**src/design/qrm_pkg.sv**
```systemverilog
// ----------------------------------------------------------------------------
// qrm_pkg: shared types and constants of the quaternion to rotation matrix unit
// Holds the word format, the internal datapath widths and the request,
// result and pipeline lane types.
// ----------------------------------------------------------------------------
package qrm_pkg;

  // Word format: signed Q1.14.
  localparam int WORD_BITS = 16;
  localparam int FRAC_BITS = 14;

  // Product, sum, norm, remainder and quotient widths.
  localparam int PROD_W = 2 * WORD_BITS;
  localparam int SUM_W  = 2 * WORD_BITS + 2;
  localparam int NORM_W = 2 * WORD_BITS + 1;
  localparam int REM_W  = NORM_W + 1;
  localparam int QUO_W  = FRAC_BITS + 2;

  // Shift-and-subtract steps after the initial compare.
  localparam int DIV_STEPS = FRAC_BITS + 1;

  // Number of matrix entries.
  localparam int NUM_ENT = 9;

  // Saturation limit: 1.0, or the largest positive word if 1.0 does not fit.
  localparam longint ONE_VAL = longint'(1) << FRAC_BITS;
  localparam longint TOP_VAL = (longint'(1) << (WORD_BITS - 1)) - 1;
  localparam longint LIM_VAL = (ONE_VAL < TOP_VAL) ? ONE_VAL : TOP_VAL;
  localparam logic [QUO_W-1:0] SAT_LIM = QUO_W'(LIM_VAL);

  // Total latency from request to result strobe.
  localparam int LATENCY = 3 + DIV_STEPS + 1;

  typedef logic signed [WORD_BITS-1:0] word_t;

  typedef struct packed {
    word_t quat_w;
    word_t quat_x;
    word_t quat_y;
    word_t quat_z;
  } quat_req_t;

  typedef struct packed {
    word_t m00;
    word_t m01;
    word_t m02;
    word_t m10;
    word_t m11;
    word_t m12;
    word_t m20;
    word_t m21;
    word_t m22;
    logic  zero_norm;
  } mat_res_t;

  // One division lane: sign of the entry, partial remainder, quotient so far.
  typedef struct packed {
    logic             neg;
    logic [REM_W-1:0] rem;
    logic [QUO_W-1:0] quo;
  } div_lane_t;

  typedef div_lane_t [NUM_ENT-1:0] lane_vec_t;

  // Control that travels along the divider stages.
  typedef struct packed {
    logic              valid;
    logic              zero;
    logic [NORM_W-1:0] norm;
  } pipe_ctl_t;

endpackage

```
**src/design/qrm_round.sv**
```systemverilog
// ----------------------------------------------------------------------------
// qrm_round: rounding, saturation and sign of the nine entries
// Rounds each quotient half away from zero, holds it at the limit, applies
// the sign and forces zero entries for a zero quaternion.
// ----------------------------------------------------------------------------
module qrm_round
  import qrm_pkg::*;
(
  input  logic      clk,
  input  logic      rst_n,
  input  pipe_ctl_t ctl_i,
  input  lane_vec_t lanes_i,
  output logic      res_valid,
  output mat_res_t  res
);

  logic     valid_r;
  mat_res_t res_r;
  mat_res_t res_nxt;
  word_t    ent [NUM_ENT];

  // Round, clamp and sign each entry.
  always_comb begin
    logic [QUO_W:0]   sum1;
    logic [QUO_W-1:0] rnd;
    logic [QUO_W-1:0] sat;
    word_t            mag_w;
    for (int i = 0; i < NUM_ENT; i++) begin
      sum1  = {1'b0, lanes_i[i].quo} + (QUO_W + 1)'(1);
      rnd   = sum1[QUO_W:1];
      sat   = (rnd > SAT_LIM) ? SAT_LIM : rnd;
      mag_w = WORD_BITS'(sat);
      if (ctl_i.zero) begin
        ent[i] = '0;
      end else if (lanes_i[i].neg) begin
        ent[i] = -mag_w;
      end else begin
        ent[i] = mag_w;
      end
    end
    res_nxt.m00       = ent[0];
    res_nxt.m01       = ent[1];
    res_nxt.m02       = ent[2];
    res_nxt.m10       = ent[3];
    res_nxt.m11       = ent[4];
    res_nxt.m12       = ent[5];
    res_nxt.m20       = ent[6];
    res_nxt.m21       = ent[7];
    res_nxt.m22       = ent[8];
    res_nxt.zero_norm = ctl_i.zero;
  end

  always_ff @(posedge clk) begin
    if (!rst_n) begin
      valid_r <= 1'b0;
    end else begin
      valid_r <= ctl_i.valid;
    end
  end

  always_ff @(posedge clk) begin
    res_r <= res_nxt;
  end

  assign res_valid = valid_r;
  assign res       = res_r;

endmodule

```
**config.mk**
```make
export PLATFORM = sky130hd
export DESIGN_NAME = qrm_round
export DESIGN_NICKNAME = d
export VERILOG_FILES = /design/src/design/qrm_pkg.sv /design/src/design/qrm_round.sv
export SDC_FILE = /design/constraint.sdc
export NUM_CORES = 1
export LEC_CHECK = 0
export BUFFER_PORTS_ARGS = -buffer_cell sky130_fd_sc_hd__clkbuf_2
export CORE_AREA = 2 2 252 254
export DETAILED_ROUTE_END_ITERATION = 10
export DIE_AREA = 0 0 254 256
export PLACE_DENSITY = 0.49
export SLEW_MARGIN = 20
export SYNTH_ARGS = -nofsm -noshare
export SYNTH_HDL_FRONTEND = slang
export SYNTH_SLANG_ARGS = --single-unit
```
**constraint.sdc**
```tcl
create_clock -name clk -period 7.4 [get_ports clk]
set_clock_uncertainty 0.15 [all_clocks]
set_input_delay 2.22 -clock clk [delete_from_list [all_inputs] [get_ports clk]]
set_output_delay 2.22 -clock clk [all_outputs]
set_load 0.01 [all_outputs]
```
== Yosys cells after proc, flatten, opt, wreduce, memory -nomap -nowiden ==
Cells that the tools add are included.

* Bits in writable memories: 0
* Memory bits (read-only): 0
* Register bits: 146
* Word-level logic and storage cells: 56
* Output and inout bits: 146
* Memories kept: 0
* Latch bits: 0

* $add $sub $neg: 18
* Order comparisons: 9
* Multipliers: 0
* Shift-type cells: 0
* Multiplexer cells: 18
* Reduce and logical (&&, ||, !) cells: 0
* Divide/modulo/power cells: 0
* Eq/ne operators: 0
* Bitwise gates (word level): 0

{| class="wikitable"
|+ Operators with widths
! kind !! count
|-
| $mux W16 || 18
|-
| $add A16 B1 Y17 const B || 9
|-
| $gt A16 B15 Y1 const B || 9
|-
| $neg A16 Y16 || 9
|}

== Longest topological paths before layout ==
Gate-level depths: netlist of the first run.

* Depth in word-level cells: 5
* Mapped depth: 17
* Mapped depth without buffers: 15

== Least setup slack after synthesis of the first run ==
No wires, ideal clock.

* Path type: input port to flip-flop
* From: in lanes_i[363] (netlist bit)
* To: reg res_r, in the netlist res[27]
* Buffers on the path: 1
* Data required time: 7176 ps
* Data arrival time: 5749 ps
* Path slack: 1426 ps
* Cell stages on the path: 14
* Cells stage by stage: clkbuf_1 nand4_1 nor3_2 mux2_2 o31a_1 a2111oi_2 o21ai_0 ha_1 nor2b_1 a22o_1 nand4_1 o21ai_0 a211o_1 a31oi_1

* Longest elaborated chain between the ends: 5

{| class="wikitable"
|+ Ends and longest elaborated chain
! element !! line !! source
|-
| start, declared || qrm_round.sv:12 || <nowiki>input lane_vec_t lanes_i,</nowiki>
|-
| $add A16 B1 Y17 * || qrm_round.sv:29 || <nowiki>sum1 = {1'b0, lanes_i[i].quo} + (QUO_W + 1)'(1);</nowiki>
|-
| $gt A16 B15 Y1 || qrm_round.sv:31 || <nowiki>sat = (rnd > SAT_LIM) ? SAT_LIM : rnd;</nowiki>
|-
| $mux W16 * || qrm_round.sv:31 ||
|-
| $neg A16 Y16 || qrm_round.sv:36 || <nowiki>ent[i] = -mag_w;</nowiki>
|-
| $mux W16 * || qrm_round.sv:35 || <nowiki>end else if (lanes_i[i].neg) begin</nowiki>
|-
| end signal, assigned || qrm_round.sv:62 || <nowiki>res_r <= res_nxt;</nowiki>
|-
| end, declared || qrm_round.sv:18 || <nowiki>mat_res_t res_r;</nowiki>
|}

Mark *: on every way between the ends. The rest lies on a longest branch, timed or not.
A chain may end at the register's enable or synchronous reset.

== Final worst setup path of the first run ==
* From: in lanes_i[103] (netlist bit)
* To: reg res_r, in the netlist res[107]

The elaborated chain is that of the path after synthesis.

==> summary.md, run 1 <==
| Metric | Value |
|---|---|
| Crit Path Class | in -> reg |
| Vias | 14.1k |
| CP max-delay cell | o31ai_4 |
| Initial Util | 20.7% |
| Synth unique cells | 93 |
| Antenna violations before repair | 23 |
| Fillers | 6,926 |
| Die height | 256 um |
| CTS clk-pin slew, worst paths | 0.07 ns |
| Clock Path Buffers | 2 |
| Pre-CTS WS | 0.960 ns |
| Ys async rst share | 0% |
| Least-Margin Pin Slew | 0.909 ns |
| Number of register bits inferred by synthesis | 146 |
| H-Tree Depth | 4 |
| Worst slew margin | 39.1% |
| Fmax | 166 MHz |
| GRT overflow | 0 |
| Status | complete, no violations |
| Drt pass-1 iters | 6 |
| Final wirelength | 48.6 mm |
| Share of the synthesized area in the top cell type | 22.6% |
| RSZ-0062 raised after global routing | no |
| Core Area | 62,400 um^2 |
| Crit path largest cell delay | 0.56 ns |
| Worst VDD drop | 172 uV |
| Worst Path Max Fanout | 10 |
| Post-CTS Setup Inserts | 0 |
| WP data required | 7.66 ns |
| CTS tree | yes |
| Root Driver | clkbuf_16 |
| Hold Buf Count CTS | 0 |
| Antenna Nets Post-Route | 0 |
| Leak | 5.93 nW |
| # DRC | 0 |
| Post-synthesis sequential area ratio | 22.6% |
| Dpl hpwl | 38.1 mm |
| Detailed Route Iter0 Violations | 950 |
| Layout area overhead | 20.7% |
| Area of the mapped netlist | 12,900 um^2 |
| Max-slew violation count | 0 |
| Final WS setup | 1.39 ns |
| Io pins | 642 |
| Final setup fails | 0 |
| Min-Delay Path Depth | 2 |
| Max-Cap Viols | 0 |
| Fin Setup TNS | 0 ns |
| Total GRT Usage | 14.7% |
| Global placement routability congestion | 0.867 |
| Most frequent CP cell | nand2_1 |
| Crit path cell chain | clkbuf_2 -> ha_1 -> nand4_2 -> nor4_1 -> xnor2_1 -> nand4_1 -> o31ai_4 -> nand2_1 -> ha_1 -> nor4bb_1 -> mux2i_1 -> nand2_1 -> a31oi_1 -> nand2_1 -> a211o_1 -> a21oi_1 |
| Num Clock Sinks | 146 |
| Post-synthesis cell count | 1,756 |
| Post-synth top cells | dfxtp_1 (146), nand2_1 (144), nor2_1 (142) |
| First-pass GRT wire length | 74.7 mm |
| EDFF count, synth | 0 |
| Cell Pwr Density | 152 nW/um^2 |
| Worst setup SP type | input pin |
| Synthesized net count | 2,270 |
| CP Data Arrival Time | 6.27 ns |
| Hold Vio Cnt, Final | 0 |
| Final critical path time including I/O delays and setup | 6.01 ns |
| Largest net degree at the start of global routing | 54 |
| Die X | 254 um |
| Total CTS buffers | 17 |
| Ranking of synthesized cells by area | dfxtp_1 (23%), xnor2_1 (6.9%), nand2_1 (4.2%) |
| Routed WL per cell | 17.1 um |
| Syn Area/Cell | 7.37 um^2 |
| Count leader, synth | dfxtp_1 |
| Vias in the first global route | 13.1k |
| Avg Vias per Cell | 4.99 |
| Post-CTS sizing | 0 |
| Ratio of cells with drive above 1 in the final layout | 21.5% |
| Row count | 92 |
| Quantity of I/O buffers inserted on ports | 302 |
| Final period utilization | 81.2% |
| Layout net count | 2,476 |
| Main flop type after synthesis | dfxtp_1 |
| Warnings from Yosys | 0 |
| Hold Crit Class | in -> reg |
| Die area | 65,000 um^2 |
| Post-synth top area cell | dfxtp_1 |
| CP Capture Type | flip-flop |
## stage by stage
step | utilization, % | area, um^2 | cells | hold WS (ns) | power (mW)
floorplan | - | 12900 | 1756 | 2.10 | 1.28
global placement | 24.1 | 15000 | 2789 | 2.28 | 1.51
detailed placement | 24.1 | 15000 | 2789 | 2.29 | 1.52
CTS | 25.0 | 15600 | 2821 | 1.74 | 2.42
global route | 25.0 | 15600 | 2823 | 1.77 | 2.52
finish | 25.0 | 15600 | 2832 | 1.79 | 2.38
## flip-flops by register name, summed over array words and instances (netlist names)
| name | flops |
|---|---|
| res | 145 |
| res_valid | 1 |
## kinds of logic (layout without fill, tap and decap cells)
kind of cell / after synthesis / after routing / synth area share [%]
AO/OA/AOI/OAI: 444 / 444 / 23.5
XOR/XNOR: 160 / 160 / 10.8
adder cells (fa/ha/maj): 18 / 18 / 1.74
buffers and inverters: 171 / 390 / 5.56
flip-flops: 146 / 146 / 22.6
multiplexers: 45 / 45 / 3.67
other: 0 / 11 / 0
AND/OR/NAND/NOR: 772 / 772 / 32.2
## worst paths after layout
kind,start,end,slack (ns)
worst max-delay path,lanes_i[103],res[107],1.39
worst min-delay path,rst_n,res_valid,1.79
## layout by cell type (no fill, tap or decap), drive strengths merged, types with 35 or more instances in the layout
cell type | netlist | routed
clkbuf | 88 | 319
dfxtp | 146 | 146
nand2 | 144 | 144
nor2 | 142 | 142
nand3 | 105 | 105
xnor2 | 102 | 102
o21ai | 89 | 89
a21oi | 87 | 87
nor3 | 72 | 72
nand4 | 61 | 61
xor2 | 58 | 58
inv | 46 | 54
a31oi | 53 | 53
nor4 | 44 | 44
and3 | 35 | 35
## per-layer routing
| layer | track usage (%) | wire length (um) | vias to the layer above |
|---|---|---|---|
| met5 | 0 | 89 | - |
| met4 | 4.40 | 733 | 14 |
| met3 | 5.46 | 4640 | 49 |
| met2 | 21.0 | 19700 | 461 |
| met1 | 20.3 | 23400 | 6630 |
| li1 | - | - | 6976 |
## critical path: cells and delay by family
family,cells,cell delay [ns]
adder cells (fa/ha/maj),2,0.72
XOR/XNOR,1,0.27
AO/OA/AOI/OAI,4,1.29
multiplexers,1,0.19
buffers and inverters,1,0.18
AND/OR/NAND/NOR,7,1.38
## report_power, final
part	switching, mW	total, mW	internal (mW)
clock network	0.425	0.871	0.447
logic	0.407	0.643	0.236
registers	0.0204	0.861	0.841
total	0.852	2.38	1.52
## final cells by class
class | count | area, um^2 | area share [%]
diodes | 11 | 27.5 | 0.176
clock buffers | 18 | 439 | 2.81
clock inverters | 14 | 119 | 0.761
inverters | 48 | 180 | 1.15
multi-input cells | 1439 | 9300 | 59.5
flip-flops and latches | 146 | 2920 | 18.7
well taps | 846 | 1060 | 6.78
repair buffers | 310 | 1570 | 10.1
Note: power is estimated with default switching activity, not from simulation.
==> inputs of run 2 (changes only) <==
Settings changed: CORE_AREA 2 2 252 254 to 2 2 251 253, DIE_AREA 0 0 254 256 to 0 0 253 255, PLACE_DENSITY 0.49 to 0.5.
Clock period 7.4 ns to 4.9 ns, I/O delays scaled along.
==> run 2 against run 1 <==
Effect of this change:
- global-route usage rose by 0.40 points
- worst setup slack worse by 1.2 ns
- sequential share of layout area is 1.3 points lower
- first-iteration DRC count decreased by 7.1%
- clock power is 63% higher
- cell count increased by 3.3%
==> summary.md, run 2 (synthesized netlist as in run 1, its figures left out) <==
| Metric | Value |
|---|---|
| Core Area | 62,200 um^2 (-0.37%) |
| Hold Vio Cnt, Final | 0 (unchanged) |
| First-pass GRT wire length | 76.4 mm (+2.2%) |
| Row count | 92 (unchanged) |
| Cell Count, Final, Fillers Out | 2,925 (+3.3%) |
| Quantity of I/O buffers inserted on ports | 302 (unchanged) |
| Total CTS buffers | 17 (unchanged) |
| Die X | 253 um (-0.39%) |
| Detailed Route Iter0 Violations | 883 (-7.1%) |
| Io pins | 642 (unchanged) |
| Least-Margin Pin Slew | 0.774 ns (-0.135 ns) |
| Initial Util | 20.8% (+0.077 points) |
| Vias | 14.7k (+4.2%) |
| Worst Path Buf+Inv | 2 (+1) |
| Total GRT Usage | 15.1% (+0.40 points) |
| Ratio of cells with drive above 1 in the final layout | 26.9% (+5.4 points) |
| Max-Cap Viols | 0 (unchanged) |
| Max-slew violation count | 0 (unchanged) |
| Dpl cells | 2,887 (+3.5%) |
| Worst Setup SP | lanes_i[103] |
| Status | complete, no violations |
| Final period utilization | 95.1% |
| Avg Vias per Cell | 5.03 (+0.90%) |
| Crit path cell chain | clkbuf_2 -> ha_1 -> buf_4 -> nand3b_1 -> nor3_1 -> o22ai_1 -> or2_2 -> o31ai_4 -> nand2_1 -> ha_1 -> nor4bb_1 -> mux2i_1 -> a2111oi_0 -> a31oi_1 -> nand2_1 -> a211o_1 -> a21oi_1 |
| Vias in the first global route | 13.9k (+6.3%) |
| Cell family with most CP delay | compound AO/OA/AOI/OAI gates |
| Die height | 255 um (-0.39%) |
| Hold Crit Class | in -> reg |
| Hold_sp | rst_n |
| H-Tree Depth | 4 (unchanged) |
| WP data required | 5.13 ns (-2.53 ns) |
| Drt pass-1 iters | 5 (-1) |
| Root Driver | clkbuf_16 |
| CTS tree | yes |
| Worst Path Max Fanout | 8 (-2) |
| Routed WL per cell | 17.0 um (-1.0%) |
| Hold Slack | 1.05 ns (-0.740 ns) |
| CTS clk-pin slew, worst paths | 0.07 ns (about the same) |
| Final critical path time including I/O delays and setup | 4.66 ns |
| Final setup fails | 0 (unchanged) |
| Fmax | 215 MHz |
| Worst setup SP type | input pin |
| Final wirelength | 49.6 mm (+2.2%) |
| Num Clock Sinks | 146 (unchanged) |
| Worst slew margin | 47.9% (+8.8 points) |
| Layout area overhead | 29.4% |
| Dpl hpwl | 40.2 mm (+5.3%) |
| Antenna Nets Post-Route | 0 (unchanged) |
| RSZ-0062 raised after global routing | no |
| Worst VDD drop | 261 uV (+52%) |
| Largest net degree at the start of global routing | 51 (-5.6%) |
| Fin Setup TNS | 0 ns (unchanged) |
| GRT overflow | 0 (unchanged) |
| # DRC | 0 (unchanged) |
| Layout net count | 2,621 (+5.9%) |
| Global placement routability congestion | 0.890 (+2.6%) |
| Clock Path Buffers | 2 (unchanged) |
| Cell Pwr Density | 225 nW/um^2 (+48%) |
| Antenna violations before repair | 19 (-17%) |
| Leak | 6.64 nW (+12%) |
| Post-CTS Setup Inserts | 0 (unchanged) |
| Commonest non-fill, non-tap cells in the layout | clkbuf_2 (301), buf_4 (154), dfxtp_1 (146) |
| Crit Path Class | in -> reg |
| CP Data Arrival Time | 4.89 ns (-1.38 ns) |
| Die area | 64,500 um^2 (-0.78%) |
| Commonest non-fill, non-tap cell in the layout | clkbuf_2 |
| Hold Buf Count CTS | 0 (unchanged) |
| CP Capture Type | flip-flop |
| Crit path largest cell delay | 0.35 ns (-0.21 ns) |
| Max reg flops | 145 (unchanged) |
| CP max-delay cell | or2_2 |
run 2: cell count changes in the layout (fill, tap and decap cells not counted), moves of 2 or more:
cell | before | now
buf_4 | 9 | 154
clkinvlp_4 | 1 | 6
inv_6 | 5 | 0
bufinv_16 | 0 | 4
diode_2 | 11 | 7
clkinv_4 | 4 | 2
inv_8 | 2 | 0
run 2: routing by layer:
metal | GRT usage [%] | up-vias | wire, um
met2 | 23.1 | 471 | 21200
li1 | - | 7254 | -
met4 | 4.23 | 16 | 666
met5 | 0 | - | 100
met3 | 5.68 | 62 | 4640
met1 | 19.7 | 6922 | 23000
run 2: path summary, 6_finish.rpt:
check                   end  slack [ns]  cells after the start
setup / recovery   res[107]        0.24                     17
hold / removal    res_valid        1.05                      2
run 2: power breakdown:
part	switching (mW)	internal (mW)	total, mW
Clock	0.573	0.846	1.42
Sequential	0.0309	1.27	1.30
Combinational	0.631	0.417	1.05
Total	1.23	2.53	3.77
run 2: what timing repair did:
| item | in CTS | in global routing |
|---|---|---|
| gates resized for setup | 0 | 3 |
| endpoints found under the setup margin | 0 | 3 |
| hold endpoints to repair | 0 | 0 |
run 2: final cells by class:
type | count | area (um^2)
fillers | 6859 | 45400
flip-flops and latches | 146 | 2920
well taps | 799 | 1000
diodes | 7 | 17.5
repair buffers | 455 | 2660
multi-input cells | 1439 | 9350
clock buffers | 18 | 429
inverters | 48 | 180
clock inverters | 13 | 188
run 2: stage by stage:
step	instance area [um^2]	setup WS [ns]	utilization [%]	power [mW]
2_1_floorplan	13000	-0.0782	-	1.94
3_3_place_gp	16100	-0.163	25.9	2.36
3_5_place_dp	16100	-0.236	25.9	2.37
4_1_cts	16700	0.272	26.9	3.84
5_1_grt	16700	0.00395	26.9	3.98
6_report	16700	0.240	26.9	3.77
