===== src/design/qrm_pkg.sv =====
// ----------------------------------------------------------------------------
// qrm_pkg: shared types and constants of the quaternion to rotation matrix unit
// Holds the word format, the internal datapath widths and the request,
// result and pipeline lane types.
// ----------------------------------------------------------------------------
package qrm_pkg;

  // Word format: signed Q1.14.
  localparam int WORD_BITS = 16;
  localparam int FRAC_BITS = 14;

  // Product, sum, norm, remainder and quotient widths.
  localparam int PROD_W = 2 * WORD_BITS;
  localparam int SUM_W  = 2 * WORD_BITS + 2;
  localparam int NORM_W = 2 * WORD_BITS + 1;
  localparam int REM_W  = NORM_W + 1;
  localparam int QUO_W  = FRAC_BITS + 2;

  // Shift-and-subtract steps after the initial compare.
  localparam int DIV_STEPS = FRAC_BITS + 1;

  // Number of matrix entries.
  localparam int NUM_ENT = 9;

  // Saturation limit: 1.0, or the largest positive word if 1.0 does not fit.
  localparam longint ONE_VAL = longint'(1) << FRAC_BITS;
  localparam longint TOP_VAL = (longint'(1) << (WORD_BITS - 1)) - 1;
  localparam longint LIM_VAL = (ONE_VAL < TOP_VAL) ? ONE_VAL : TOP_VAL;
  localparam logic [QUO_W-1:0] SAT_LIM = QUO_W'(LIM_VAL);

  // Total latency from request to result strobe.
  localparam int LATENCY = 3 + DIV_STEPS + 1;

  typedef logic signed [WORD_BITS-1:0] word_t;

  typedef struct packed {
    word_t quat_w;
    word_t quat_x;
    word_t quat_y;
    word_t quat_z;
  } quat_req_t;

  typedef struct packed {
    word_t m00;
    word_t m01;
    word_t m02;
    word_t m10;
    word_t m11;
    word_t m12;
    word_t m20;
    word_t m21;
    word_t m22;
    logic  zero_norm;
  } mat_res_t;

  // One division lane: sign of the entry, partial remainder, quotient so far.
  typedef struct packed {
    logic             neg;
    logic [REM_W-1:0] rem;
    logic [QUO_W-1:0] quo;
  } div_lane_t;

  typedef div_lane_t [NUM_ENT-1:0] lane_vec_t;

  // Control that travels along the divider stages.
  typedef struct packed {
    logic              valid;
    logic              zero;
    logic [NORM_W-1:0] norm;
  } pipe_ctl_t;

endpackage


===== src/design/qrm_div_step.sv =====
// ----------------------------------------------------------------------------
// qrm_div_step: one restoring division step for all nine lanes
// Shifts each remainder left, subtracts the norm where it fits and appends
// one quotient bit, then registers the lanes and the control.
// ----------------------------------------------------------------------------
module qrm_div_step
  import qrm_pkg::*;
(
  input  logic      clk,
  input  logic      rst_n,
  input  pipe_ctl_t ctl_i,
  input  lane_vec_t lanes_i,
  output pipe_ctl_t ctl_o,
  output lane_vec_t lanes_o
);

  pipe_ctl_t ctl_r;
  lane_vec_t lanes_r;
  lane_vec_t lanes_nxt;

  // Compare and subtract on the doubled remainder.
  always_comb begin
    logic [REM_W-1:0] rem2;
    logic [REM_W-1:0] div_v;
    div_v = REM_W'(ctl_i.norm);
    for (int i = 0; i < NUM_ENT; i++) begin
      rem2 = {lanes_i[i].rem[REM_W-2:0], 1'b0};
      lanes_nxt[i].neg = lanes_i[i].neg;
      if (rem2 >= div_v) begin
        lanes_nxt[i].rem = rem2 - div_v;
        lanes_nxt[i].quo = {lanes_i[i].quo[QUO_W-2:0], 1'b1};
      end else begin
        lanes_nxt[i].rem = rem2;
        lanes_nxt[i].quo = {lanes_i[i].quo[QUO_W-2:0], 1'b0};
      end
    end
  end

  // Only the valid bit is reset; the data fields follow every cycle.
  always_ff @(posedge clk) begin
    if (!rst_n) begin
      ctl_r.valid <= 1'b0;
    end else begin
      ctl_r.valid <= ctl_i.valid;
    end
    ctl_r.zero <= ctl_i.zero;
    ctl_r.norm <= ctl_i.norm;
    lanes_r    <= lanes_nxt;
  end

  assign ctl_o   = ctl_r;
  assign lanes_o = lanes_r;

endmodule


===== config.mk =====
export PLATFORM = sky130hd
export DESIGN_NAME = qrm_div_step
export DESIGN_NICKNAME = d
export VERILOG_FILES = /design/src/design/qrm_pkg.sv /design/src/design/qrm_div_step.sv
export SDC_FILE = /design/constraint.sdc
export NUM_CORES = 1
export LEC_CHECK = 0
export ABC_AREA = 1
export ABC_CLOCK_PERIOD_IN_PS = 2300
export BUFFER_PORTS_ARGS = -buffer_cell sky130_fd_sc_hd__buf_4
export CORE_AREA = 2 2 381 383
export DETAILED_ROUTE_END_ITERATION = 8
export DIE_AREA = 0 0 383 385
export GPL_TIMING_DRIVEN = 0
export PLACE_DENSITY_LB_ADDON = 0.12
export SLEW_MARGIN = 25
export SYNTH_ARGS = -nofsm -noshare
export SYNTH_HDL_FRONTEND = slang
export SYNTH_SLANG_ARGS = --single-unit

===== constraint.sdc =====
create_clock -name clk -period 2.3 [get_ports clk]
set_clock_uncertainty 0.1 [all_clocks]
set_input_delay 0.115 -clock clk [delete_from_list [all_inputs] [get_ports clk]]
set_output_delay 0.115 -clock clk [all_outputs]
set_load 0.005 [all_outputs]

Yosys cells after proc, flatten, opt, wreduce, memory -nomap -nowiden
Cells that the tools add are included.
- flip-flop bits (word level): 494
- bits in latches: 0
- bits in writable memories: 0
- bits in read-only memories: 0
- bits of input ports: 496
- output and inout port bits: 494
- memories kept: 0
- add/subtract/negate cells: 9
- multipliers: 0
- div/mod/pow operators: 0
- $lt $le $gt $ge: 9
- eq/ne operators: 0
- shift operators: 0
- multiplexer cells: 9
- bitwise logic cells: 0
- reduce and logical (&&, ||, !) cells: 0
- operators by type and width (kind ; count):
    50-bit two-way mux ; 9
    34-bit by 33-bit greater-or-equal comparator with 1-bit output ; 9
    34-bit by 33-bit subtractor with 34-bit output ; 9

Depth between registers and ports, before layout
Gate-level depths: netlist of run 1.
- depth after elaboration: 2
- depth in mapped cells: 16
- depth with buffers taken out: 16

Least setup slack after synthesis of run 1
No wires, ideal clock.
- kind: input port to flip-flop
- start: in ctl_i[0] (netlist bit)
- end: reg lanes_r, in the netlist lanes_o[247]
- arrival: 1919 ps
- slack: 169 ps
- stages on the path: 14
- path buffers: 4
- cells stage by stage: inv_2 > buf_2 > buf_2 > buf_2 > ha_1 > nor3b_1 > nand4_1 > nand2_1 > nor2_1 > nand2_2 > nand2_4 > buf_6 > nand2_1 > nand2_1
- RTL lines (item ; RTL line ; text):
    start, declared ; qrm_div_step.sv:11 ; input pipe_ctl_t ctl_i,
    end signal, assigned ; qrm_div_step.sv:48 ; lanes_r <= lanes_nxt;
    end, declared ; qrm_div_step.sv:18 ; lane_vec_t lanes_r;

==> flow_metrics.py, run 1 <==
metrics = {
    "global_route": {
        "antenna_found_initial": 60,
        "grt_max_degree": 18,
        "overflow": 0,
        "grt_pass1_vias": 43900,
        "met2_usage_pct": 49.6,
        "grt_pass1_wl_um": 307000,
        "met3_usage_pct": 4.94,
        "grt.total_usage_pct": 28.9,
        "grt.busiest_layer": "met2",
        "use_met1_pct": 34.9,
    },
    "synth": {
        "yosys-top-cells-area": "nand2_1 28%, dfxtp_1 26%, inv_1 10%, ha_1 9.9%, nor2_1 4.6%",
        "synthCells": 6269,
        "syn-cell-area_um2": 37700,
        "synthArstFlopShare_pct": 0,
        "seq_area_frac_synth_pct": 26.2,
        "synth_top_area_share_pct": 28.0,
        "synth_top_area_cell": "nand2_1",
        "syn-num-nets": 7071,
        "synth_edf_count": 0,
        "ys_warn_count": 0,
        "syn_avg_cell_area_um2": 6.01,
        "synth_cell_type_count": 40,
        "synth_seq_cells": 494,
        "synth-main-ff-cell": "dfxtp_1",
    },
    "clock_tree": {
        "numCtsBuffers": 69,
        "htree_levels": 3,
        "clock_sinks": 494,
        "clk_pin_slew_ns": 0.06,
        "root_buffer": "clkbuf_16",
        "cts_tree": "done",
        "cts_buffer_depth": 3,
    },
    "worst_setup_path": {
        "worstSetupPathType": "input pin to flop",
        "worstPathArrival_ns": 2.80,
        "worstPathRequired_ns": 2.81,
        "end_kind": "flop",
        "cp-start-kind": "input pin",
        "critPathMaxFanout": 10,
    },
    "drt": {
        "wl_um": 220000,
        "viasPerCell": 4.51,
        "drc": 0,
        "avgRoutedWirePerCell_um": 22.1,
        "vias": 44900,
        "ant_nets": 0,
        "drtIter0Drc": 2803,
        "firstDrtPassIters": 6,
    },
    "worst_hold_path": {
        "worstHoldPathType": "input pin to flop",
        "hold_depth": 3,
    },
    "floorplan": {
        "start_util_pct": 26.3,
        "die_w_um": 383,
        "core-area_um2": 143000,
        "io-pin-count": 990,
        "die_area_um2": 147000,
        "die_y_um": 385,
        "num_rows": 139,
    },
    "sta": {
        "slew_viol_final": 0,
        "max_slew_margin_pct": 44.6,
        "worst_pin_slew_ns": 0.829,
        "setup_viol": 0,
        "max_freq_mhz": 438,
        "timing.final.crit_share_pct": 99.2,
        "fin_crit_ns": 2.28,
        "holdWs_ns": -0.455,
        "hold_viol": 2,
    },
    "placed_design": {
        "gp_congestion": 0.961,
        "io_buffers": 971,
        "hpwlAfterDp_um": 181000,
        "dp_cells": 9166,
    },
    "run_status": {
        "violations": "negative hold slack",
        "outcome": "finished, violations left",
    },
    "power": {
        "powerDensity_nw_per_um2": 614,
        "power.total_mw": 35.1,
        "ir_worst_vdd_uv": 544,
        "cellLeakagePower_nw": 31.5,
    },
    "cells_and_area": {
        "flow.area_growth_from_synthesis_pct": 51.5,
        "final_layout_size_suffix_gt1_share_pct": 18.5,
        "fin_nets": 8787,
        "fillCellCount": 15500,
        "fin_cells": 9961,
    },
    "job": {
        "cap_viol_max_count": 0,
    },
}
[layout by cell type (no fill, tap or decap), types with 10 or more instances in the layout]
| cell | synthesis | layout |
|---|---|---|
| inv_1 | 1000 | 968 |
| nand3_2 | 38 | 39 |
| dlygate4sd3_1 | 0 | 641 |
| a21o_1 | 10 | 10 |
| a21oi_2 | 14 | 16 |
| ha_2 | 0 | 14 |
| o21ai_0 | 60 | 56 |
| nor2_4 | 7 | 14 |
| clkbuf_1 | 0 | 10 |
| nand3b_1 | 48 | 48 |
| inv_2 | 24 | 48 |
| nor3_1 | 38 | 35 |
| nand3_1 | 237 | 236 |
| xnor2_1 | 22 | 22 |
| nand4_1 | 63 | 63 |
| buf_16 | 0 | 16 |
| nor3_2 | 16 | 18 |
| diode_2 | 0 | 20 |
| buf_4 | 3 | 978 |
| nor2_1 | 458 | 449 |
| buf_6 | 49 | 51 |
| xor2_1 | 122 | 122 |
| o21ai_1 | 15 | 15 |
| nand2_2 | 56 | 60 |
| ha_1 | 297 | 282 |
| clkbuf_16 | 0 | 69 |
| nand2_1 | 2807 | 2803 |
| nor4_1 | 12 | 12 |
| a21oi_1 | 223 | 221 |
| nand2_4 | 16 | 16 |
| nor2_2 | 56 | 58 |
| o21bai_1 | 35 | 34 |
| buf_12 | 0 | 11 |
| dfxtp_1 | 494 | 494 |
[state kept, by name, summed over array words and instances, names as in the netlist]
name / flops
lanes_o: 459
ctl_o: 35
[metrics by stage]
stage | hold slack, ns | instance area (um^2) | setup TNS [ns] | setup WS [ns] | utilization (%)
CTS | -0.496 | 56800 | 0 | 0.00995 | 39.7
detailed placement | 0.121 | 47900 | -729.44 | -2.58 | 33.5
floorplan | 0.0427 | 37700 | 0 | 0.169 | -
finish | -0.455 | 57100 | 0 | 0.0174 | 39.9
global placement | 0.119 | 47400 | -873.34 | -3.09 | 33.1
global route | -0.455 | 57100 | -0.00429 | -0.00316 | 39.9
[cells by family (layout without fill, tap and decap cells)]
kind of cell	count (synthesis)	after routing	synth area share [%]
AND/OR/NAND/NOR	3877	3877	42.8
XOR/XNOR	144	144	3.35
adder cells (fa/ha/maj)	306	306	10.3
buffers and inverters	1081	2850	11.8
flip-flops	494	494	26.2
other	0	20	0
AO/OA/AOI/OAI	367	367	5.40
[metal layers]
layer / part of all wire (%) / vias to the layer above / routed length, um
li1: - / 22600 / -
met1: 42 / 20600 / 91800
met2: 47 / 1348 / 104000
met3: 5.8 / 324 / 12700
met4: 5.2 / 34 / 11500
met5: 0.098 / - / 215
[Yosys cell counts (3+ instances only)]
cell      count
nand3_1     237
o21bai_1     35
o21ai_1      15
nand2_2      56
a21oi_1     223
nand3_2      38
inv_2        24
dfxtp_1     494
nand2_1    2807
fa_1          9
xor2_1      122
nor3_1       38
nand4_1      63
or2_4         6
xnor2_1      22
nand3b_1     48
nor2_1      458
o21ai_0      60
buf_6        49
or2_2         9
buf_2         3
nor4_1       12
nor3_2       16
and3_1        4
a21oi_2      14
nand2_4      16
o21a_1        6
a21o_1       10
ha_1        297
buf_4         3
nor2_2       56
nor2_4        7
inv_1      1000
[power breakdown]
group	switching, mW	internal, mW
registers	0.586	9.86
logic	7.88	5.61
clock network	4.56	6.57
total	13.0	22.0
[worst paths after layout]
path	start	end	slack [ns]
max	lanes_i[195]	lanes_o[201]$_DFF_P_	0.02
min	lanes_i[189]	lanes_o[190]$_DFF_P_	-0.46
[critical path, cell delays in order]
cell           delay [ns]
dlygate4sd3_1        0.55
buf_4                0.15
ha_1                 0.39
nand2_1              0.12
nor2_2               0.20
nand2_1              0.14
nor2_4               0.18
nand3_1              0.15
nand3b_1             0.11
nor2_1               0.07
nand2_4              0.13
buf_6                0.19
nand3_1              0.16
nand2_1              0.14
[cell type report]
cell class / instances / area, um^2 / share of cell area, %
diodes: 20 / 50.0 / 0.0876
clock buffers: 88 / 1890 / 3.31
well taps: 1903 / 2380 / 4.17
multi-input cells: 4694 / 23500 / 41.2
clock inverters: 36 / 448 / 0.784
plain buffers: 57 / 672 / 1.18
repair buffers: 1645 / 14400 / 25.2
flip-flops and latches: 494 / 9890 / 17.3
inverters: 1024 / 3880 / 6.79
[what timing repair did]
action,CTS,global route
pin swaps,0,0
gates resized for setup,19,63
endpoints found under the hold margin,476,7
hold buffers,639,5
setup buffers,7,0
cloned,0,0
setup endpoints to repair,315,197
Note: power is estimated with default switching activity, not from simulation.
==> run 2, diff against run 1 <==
--- a/config.mk
+++ b/config.mk
@@ -5,7 +5,6 @@
 export SDC_FILE = /design/constraint.sdc
 export NUM_CORES = 1
 export LEC_CHECK = 0
-export ABC_AREA = 1
 export ABC_CLOCK_PERIOD_IN_PS = 2300
 export BUFFER_PORTS_ARGS = -buffer_cell sky130_fd_sc_hd__buf_4
 export CORE_AREA = 2 2 381 383
==> flow_metrics.py, run 2 <==
metrics = {
    "sta": {
        "worst_pin_slew_ns": 0.654,
        "fin_ws_ns": -0.676,
        "hold_viol": 27,
        "timing.final.crit_share_pct": 129,
        "max_slew_margin_pct": 55.9,
        "setup_viol": 315,
        "rsz0062_at_grt": "yes",
        "slew_viol_final": 0,
        "holdWs_ns": -0.434,
        "fin_crit_ns": 2.98,
        "max_freq_mhz": 336,
    },
    "clock_tree": {
        "cts_buffer_depth": 3,
        "cts_tree": "done",
        "numCtsBuffers": 70,
        "clock_sinks": 494,
        "htree_levels": 3,
        "root_buffer": "clkbuf_16",
        "clk_pin_slew_ns": 0.06,
    },
    "floorplan": {
        "die_w_um": 383,
        "num_rows": 139,
        "core-area_um2": 143000,
        "io-pin-count": 990,
        "die_area_um2": 147000,
        "start_util_pct": 19.6,
        "die_y_um": 385,
    },
    "cells_and_area": {
        "flow.area_growth_from_synthesis_pct": 101,
        "fin_nets": 6100,
        "largest_reg_flops": 459,
        "final_layout_size_suffix_gt1_share_pct": 41.7,
        "layout_commonest_cell": "buf_4",
        "fin_area_um2": 56500,
        "final_cell_mix": "1155 x buf_4, 633 x dlygate4sd3_1, 494 x dfxtp_1",
    },
    "synth": {
        "syn_avg_cell_area_um2": 8.58,
        "synth_top_area_share_pct": 35.2,
        "synthCells": 3273,
        "ys_top_cells_by_count": "494 x dfxtp_1, 330 x nand2_1, 318 x a21oi_1",
        "syn-cell-area_um2": 28100,
        "synth-main-ff-cell": "dfxtp_1",
        "seq_area_frac_synth_pct": 35.2,
        "synth_top_area_cell": "dfxtp_1",
        "synthArstFlopShare_pct": 0,
        "synth_seq_cells": 494,
        "synth_cell_type_count": 71,
        "synth_edf_count": 0,
        "ys_warn_count": 0,
        "syn-num-nets": 4075,
        "synth_most_common_cell": "dfxtp_1",
        "yosys-top-cells-area": "dfxtp_1 35%, ha_1 13%, a21oi_1 5.7%, o21ai_0 5.5%, a21o_1 4.6%",
    },
    "placed_design": {
        "gp_congestion": 0.870,
        "hpwlAfterDp_um": 137000,
        "dp_slack_ns": -3.93,
        "io_buffers": 971,
        "place_area_um2": 38600,
    },
    "drt": {
        "wl_um": 181000,
        "firstDrtPassIters": 5,
        "ant_nets": 0,
        "drc": 0,
        "drtIter0Drc": 1451,
        "viasPerCell": 4.52,
        "vias": 32900,
        "avgRoutedWirePerCell_um": 24.9,
    },
    "power": {
        "powerDensity_nw_per_um2": 644,
        "cellLeakagePower_nw": 24.9,
        "ir_worst_vdd_uv": 568,
    },
    "global_route": {
        "grt_pass1_vias": 33200,
        "grt_max_degree": 13,
        "overflow": 0,
        "antenna_found_initial": 45,
        "grt_pass1_wl_um": 243000,
        "grt.total_usage_pct": 23.1,
    },
    "job": {
        "cap_viol_max_count": 0,
    },
    "worst_setup_path": {
        "critPathMaxFanout": 6,
        "worstPathArrival_ns": 3.44,
        "startpoint": "lanes_i[426]",
        "worstSetupPathType": "input pin to flop",
        "worstPathRequired_ns": 2.76,
        "end_kind": "flop",
        "cp-start-kind": "input pin",
    },
    "run_status": {
        "violations": "negative hold slack, negative setup slack",
        "outcome": "finished, violations left",
    },
    "worst_hold_path": {
        "worstHoldStart": "lanes_i[17]",
        "worstHoldPathType": "input pin to flop",
    },
}
run 2: changes by cell type after synthesis, moves of 58 or more:
cell      change
inv_1       -898
nand2b_1     +58
xnor2_1     +115
nand2_1    -2477
o21ai_0     +250
clkbuf_1     +70
a21oi_1      +95
nor2_1      -248
a21o_1      +161
nand3_1     -184
run 2: worst paths after layout:
kind	end	slack (ns)	cells past startpoint
worst max-delay path	lanes_o[437]$_DFF_P_	-0.68	15
worst min-delay path	lanes_o[18]$_DFF_P_	-0.43	3
run 2: final cells by class:
class,count,area (um^2)
diodes,13,32.5
plain buffers,83,1030
clock buffers,92,1950
clock inverters,36,457
fillers,14500,86700
inverters,104,524
multi-input cells,2579,22100
flip-flops and latches,494,9890
well taps,1903,2380
repair buffers,1966,18100
run 2: through the flow:
| step | util [%] | std cells | power, mW | setup TNS, ns |
|---|---|---|---|---|
| 6_report | 39.5 | 7270 | 36.4 | -148.14 |
| 5_1_grt | 39.4 | 7260 | 38.2 | -174.62 |
| 4_1_cts | 35.9 | 7120 | 35.0 | -179.94 |
| 3_5_place_dp | 27.0 | 6174 | 20.7 | -822.07 |
| 3_3_place_gp | 26.5 | 6147 | 20.7 | -908.05 |
| 2_1_floorplan | - | 3273 | 15.1 | -227.61 |
run 2: layer usage:
| layer | vias up | wire length [um] | global-route usage [%] |
|---|---|---|---|
| met3 | 244 | 12900 | 6.18 |
| met4 | 34 | 7810 | 9.97 |
| met1 | 15700 | 70500 | 26.0 |
| met2 | 973 | 89700 | 40.9 |
| met5 | - | 198 | 0 |
| li1 | 15900 | - | - |
run 2: kinds of logic (layout without fill, tap and decap cells):
logic type                 Yosys count  after routing  share of synthesized area [%]
other                                0             13                              0
buffers and inverters              200           2281                           2.73
DFF                                494            494                           35.2
AOI/OAI and AO/OA                 1088           1088                           23.8
adders and majority gates          306            306                           13.9
muxes                               41             41                           1.63
xor gates and xnor gates           253            253                           7.89
and+or+nand+nor                    891            891                           14.8
run 2: power by group:
group	leakage [nW]	total (mW)	internal, mW	switching [mW]
registers	4.17	10.3	9.90	0.448
clock network	1.16	11.6	6.81	4.75
logic	19.6	14.4	7.40	7.04
total	24.9	36.4	24.1	12.2
run 2: critical path, stage by stage:
cell and delay (ns):
buf_4 0.11, dlygate4sd3_1 0.63, ha_4 0.26, o211a_1 0.20, o31a_1 0.13, o21ai_2 0.17, nand4b_1 0.13, a21boi_2 0.20
o311ai_2 0.13, a21o_1 0.21, a21o_1 0.19, a211o_4 0.36, clkbuf_16 0.18, buf_12 0.14, mux2_2 0.27
run 2: repair_timing:
item	CTS	global route
gates resized for setup	570	935
hold endpoints to repair	485	98
pin swaps	118	264
hold buffers	630	73
gates cloned	12	21
buffers inserted	179	130
setup endpoints to repair	315	315
==> run 3, diff against run 2 <==
--- a/config.mk
+++ b/config.mk
@@ -12,6 +12,7 @@
 export DIE_AREA = 0 0 383 385
 export GPL_TIMING_DRIVEN = 0
 export PLACE_DENSITY_LB_ADDON = 0.12
+export SETUP_SLACK_MARGIN = 0.4
 export SLEW_MARGIN = 25
 export SYNTH_ARGS = -nofsm -noshare
 export SYNTH_HDL_FRONTEND = slang
==> flow_metrics.py, run 3 (synthesis results as in run 2) <==
metrics = {
    "run_status": {
        "outcome": "finished, violations left",
        "violations": "negative hold slack, negative setup slack",
    },
    "worst_setup_path": {
        "worstSetupPathType": "input pin to flop",
        "slowest_stage": "dlygate4sd3_1",
        "path_cells": "buf_4 > dlygate4sd3_1 > ha_1 > and4_1 > and3_1 > o21ai_2 > nand4b_1 > a21boi_2 > o311ai_2 > a21o_1 > a21o_1 > a211o_1 > buf_8 > clkbuf_16 > mux2_2",
        "critPathMaxFanout": 8,
        "critPathBufInv": 4,
        "end_kind": "flop",
        "worst_path_largest_cell_delay_ns": 0.58,
        "worstPathArrival_ns": 3.46,
        "critPathMostFrequentCell": "a21o_1",
        "cp-start-kind": "input pin",
        "crit_family": "compound AO/OA/AOI/OAI gates",
        "worstPathRequired_ns": 2.76,
    },
    "cells_and_area": {
        "fin_nets": 6118,
        "fin_cells": 7291,
        "multi_input_area_um2": 22200,
        "final_cell_mix": "1148 x buf_4, 633 x dlygate4sd3_1, 494 x dfxtp_1",
        "ff_latch_area_um2": 9890,
        "fillCellCount": 14500,
        "flow.area_growth_from_synthesis_pct": 103,
        "final_layout_size_suffix_gt1_share_pct": 43.0,
        "largest_reg_flops": 459,
        "layout_commonest_cell": "buf_4",
        "fin_area_um2": 56900,
        "fin_util_pct": 39.8,
    },
    "placed_design": {
        "place_area_um2": 38600,
        "io_buffers": 971,
        "hpwlAfterDp_um": 137000,
        "gp_congestion": 0.870,
        "dp_cells": 6174,
    },
    "global_route": {
        "met3_usage_pct": 6.61,
        "met2_usage_pct": 41.0,
        "grt.busiest_layer": "met2",
        "grt_max_degree": 13,
        "antenna_found_initial": 49,
        "overflow": 0,
        "use_met1_pct": 25.9,
        "grt_pass1_wl_um": 244000,
        "grt.total_usage_pct": 23.3,
        "grt_pass1_vias": 33500,
    },
    "worst_hold_path": {
        "worstHoldPathType": "input pin to flop",
        "hold_depth": 3,
        "worstHoldStart": "lanes_i[17]",
        "holdPathEnd": "lanes_o[18]$_DFF_P_",
    },
    "sta": {
        "fin_crit_ns": 3.00,
        "holdWs_ns": -0.440,
        "max_freq_mhz": 333,
        "rsz0062_at_grt": "yes",
        "max_slew_margin_pct": 55.7,
        "fin_ws_ns": -0.699,
        "timing.final.crit_share_pct": 130,
        "slew_viol_final": 0,
        "hold_viol": 25,
        "worst_pin_slew_ns": 0.657,
        "setup_viol": 315,
    },
    "floorplan": {
        "num_rows": 139,
        "die_w_um": 383,
        "io-pin-count": 990,
        "die_area_um2": 147000,
        "core-area_um2": 143000,
        "start_util_pct": 19.6,
        "die_y_um": 385,
    },
    "power": {
        "powerDensity_nw_per_um2": 643,
        "ir_worst_vdd_uv": 570,
        "cellLeakagePower_nw": 25.3,
    },
    "drt": {
        "wl_um": 182000,
        "ant_nets": 0,
        "drtIter0Drc": 1433,
        "viasPerCell": 4.53,
        "drc": 0,
        "avgRoutedWirePerCell_um": 25.0,
        "firstDrtPassIters": 5,
        "vias": 33000,
    },
    "clock_tree": {
        "clk_pin_slew_ns": 0.06,
        "cts_buffer_depth": 3,
        "clock_sinks": 494,
        "htree_levels": 3,
        "cts_tree": "done",
        "root_buffer": "clkbuf_16",
        "numCtsBuffers": 70,
    },
    "job": {
        "cap_viol_max_count": 0,
    },
}
==> run 3: area by class of cell <==
cell class              instances  share of cell area [%]
flip-flops and latches        494                    17.4
well taps                    1903                    4.18
multi-input cells            2579                    39.0
diodes                         16                  0.0704
inverters                     104                   0.904
plain buffers                  96                    2.16
clock buffers                  92                    3.42
repair buffers               1971                    32.1
clock inverters                36                   0.803
==> run 3: metal layers <==
metal / up-vias / routed length, um
met5: - / 250
met2: 978 / 89500
met4: 40 / 8780
li1: 15900 / -
met1: 15800 / 70500
met3: 273 / 12900
==> run 3: stage by stage <==
stage               setup WS (ns)  hold WS (ns)  setup TNS (ns)  total power [mW]
floorplan                  -0.904        0.0427         -227.61              15.1
global placement            -4.10         0.120         -908.05              20.7
detailed placement          -3.93         0.121         -822.07              20.7
CTS                        -0.797        -0.503         -176.38              35.2
global route               -0.772        -0.473         -187.51              38.4
finish                     -0.699        -0.440         -163.52              36.6
==> run 3: worst min-delay path, cell delays in order <==
cell	delay (ns)
buf_4	0.09
nand2_2	0.05
o21ai_2	0.04
==> run 3: how the worst max path moves through the flow <==
stage,from,to,slack (ns),depth (start not counted)
6_report,lanes_i[432],lanes_o[446]$_DFF_P_,-0.70,15
5_1_grt,lanes_i[432],lanes_o[446]$_DFF_P_,-0.77,15
4_1_cts,ctl_i[7],lanes_o[398]$_DFF_P_,-0.80,17
3_5_place_dp,ctl_i[2],lanes_o[119]$_DFF_P_,-3.93,14
3_3_place_gp,ctl_i[0],lanes_o[119]$_DFF_P_,-4.10,10
2_1_floorplan,ctl_i[2],lanes_o[377]$_DFF_P_,-0.90,12
==> run 3: report_power, final <==
part	internal [mW]	switching, mW	total, mW	leakage (nW)
Clock	6.82	4.76	11.6	1.16
Combinational	7.52	7.16	14.7	20.0
Sequential	9.90	0.448	10.3	4.17
Total	24.2	12.4	36.6	25.3
==> run 3: repair_timing <==
action / CTS / global route
pin swaps: 139 / 265
hold endpoints to repair: 484 / 68
hold buffers: 631 / 41
cloned: 17 / 21
setup endpoints to repair: 315 / 315
resized for setup: 690 / 909
buffers inserted: 211 / 86
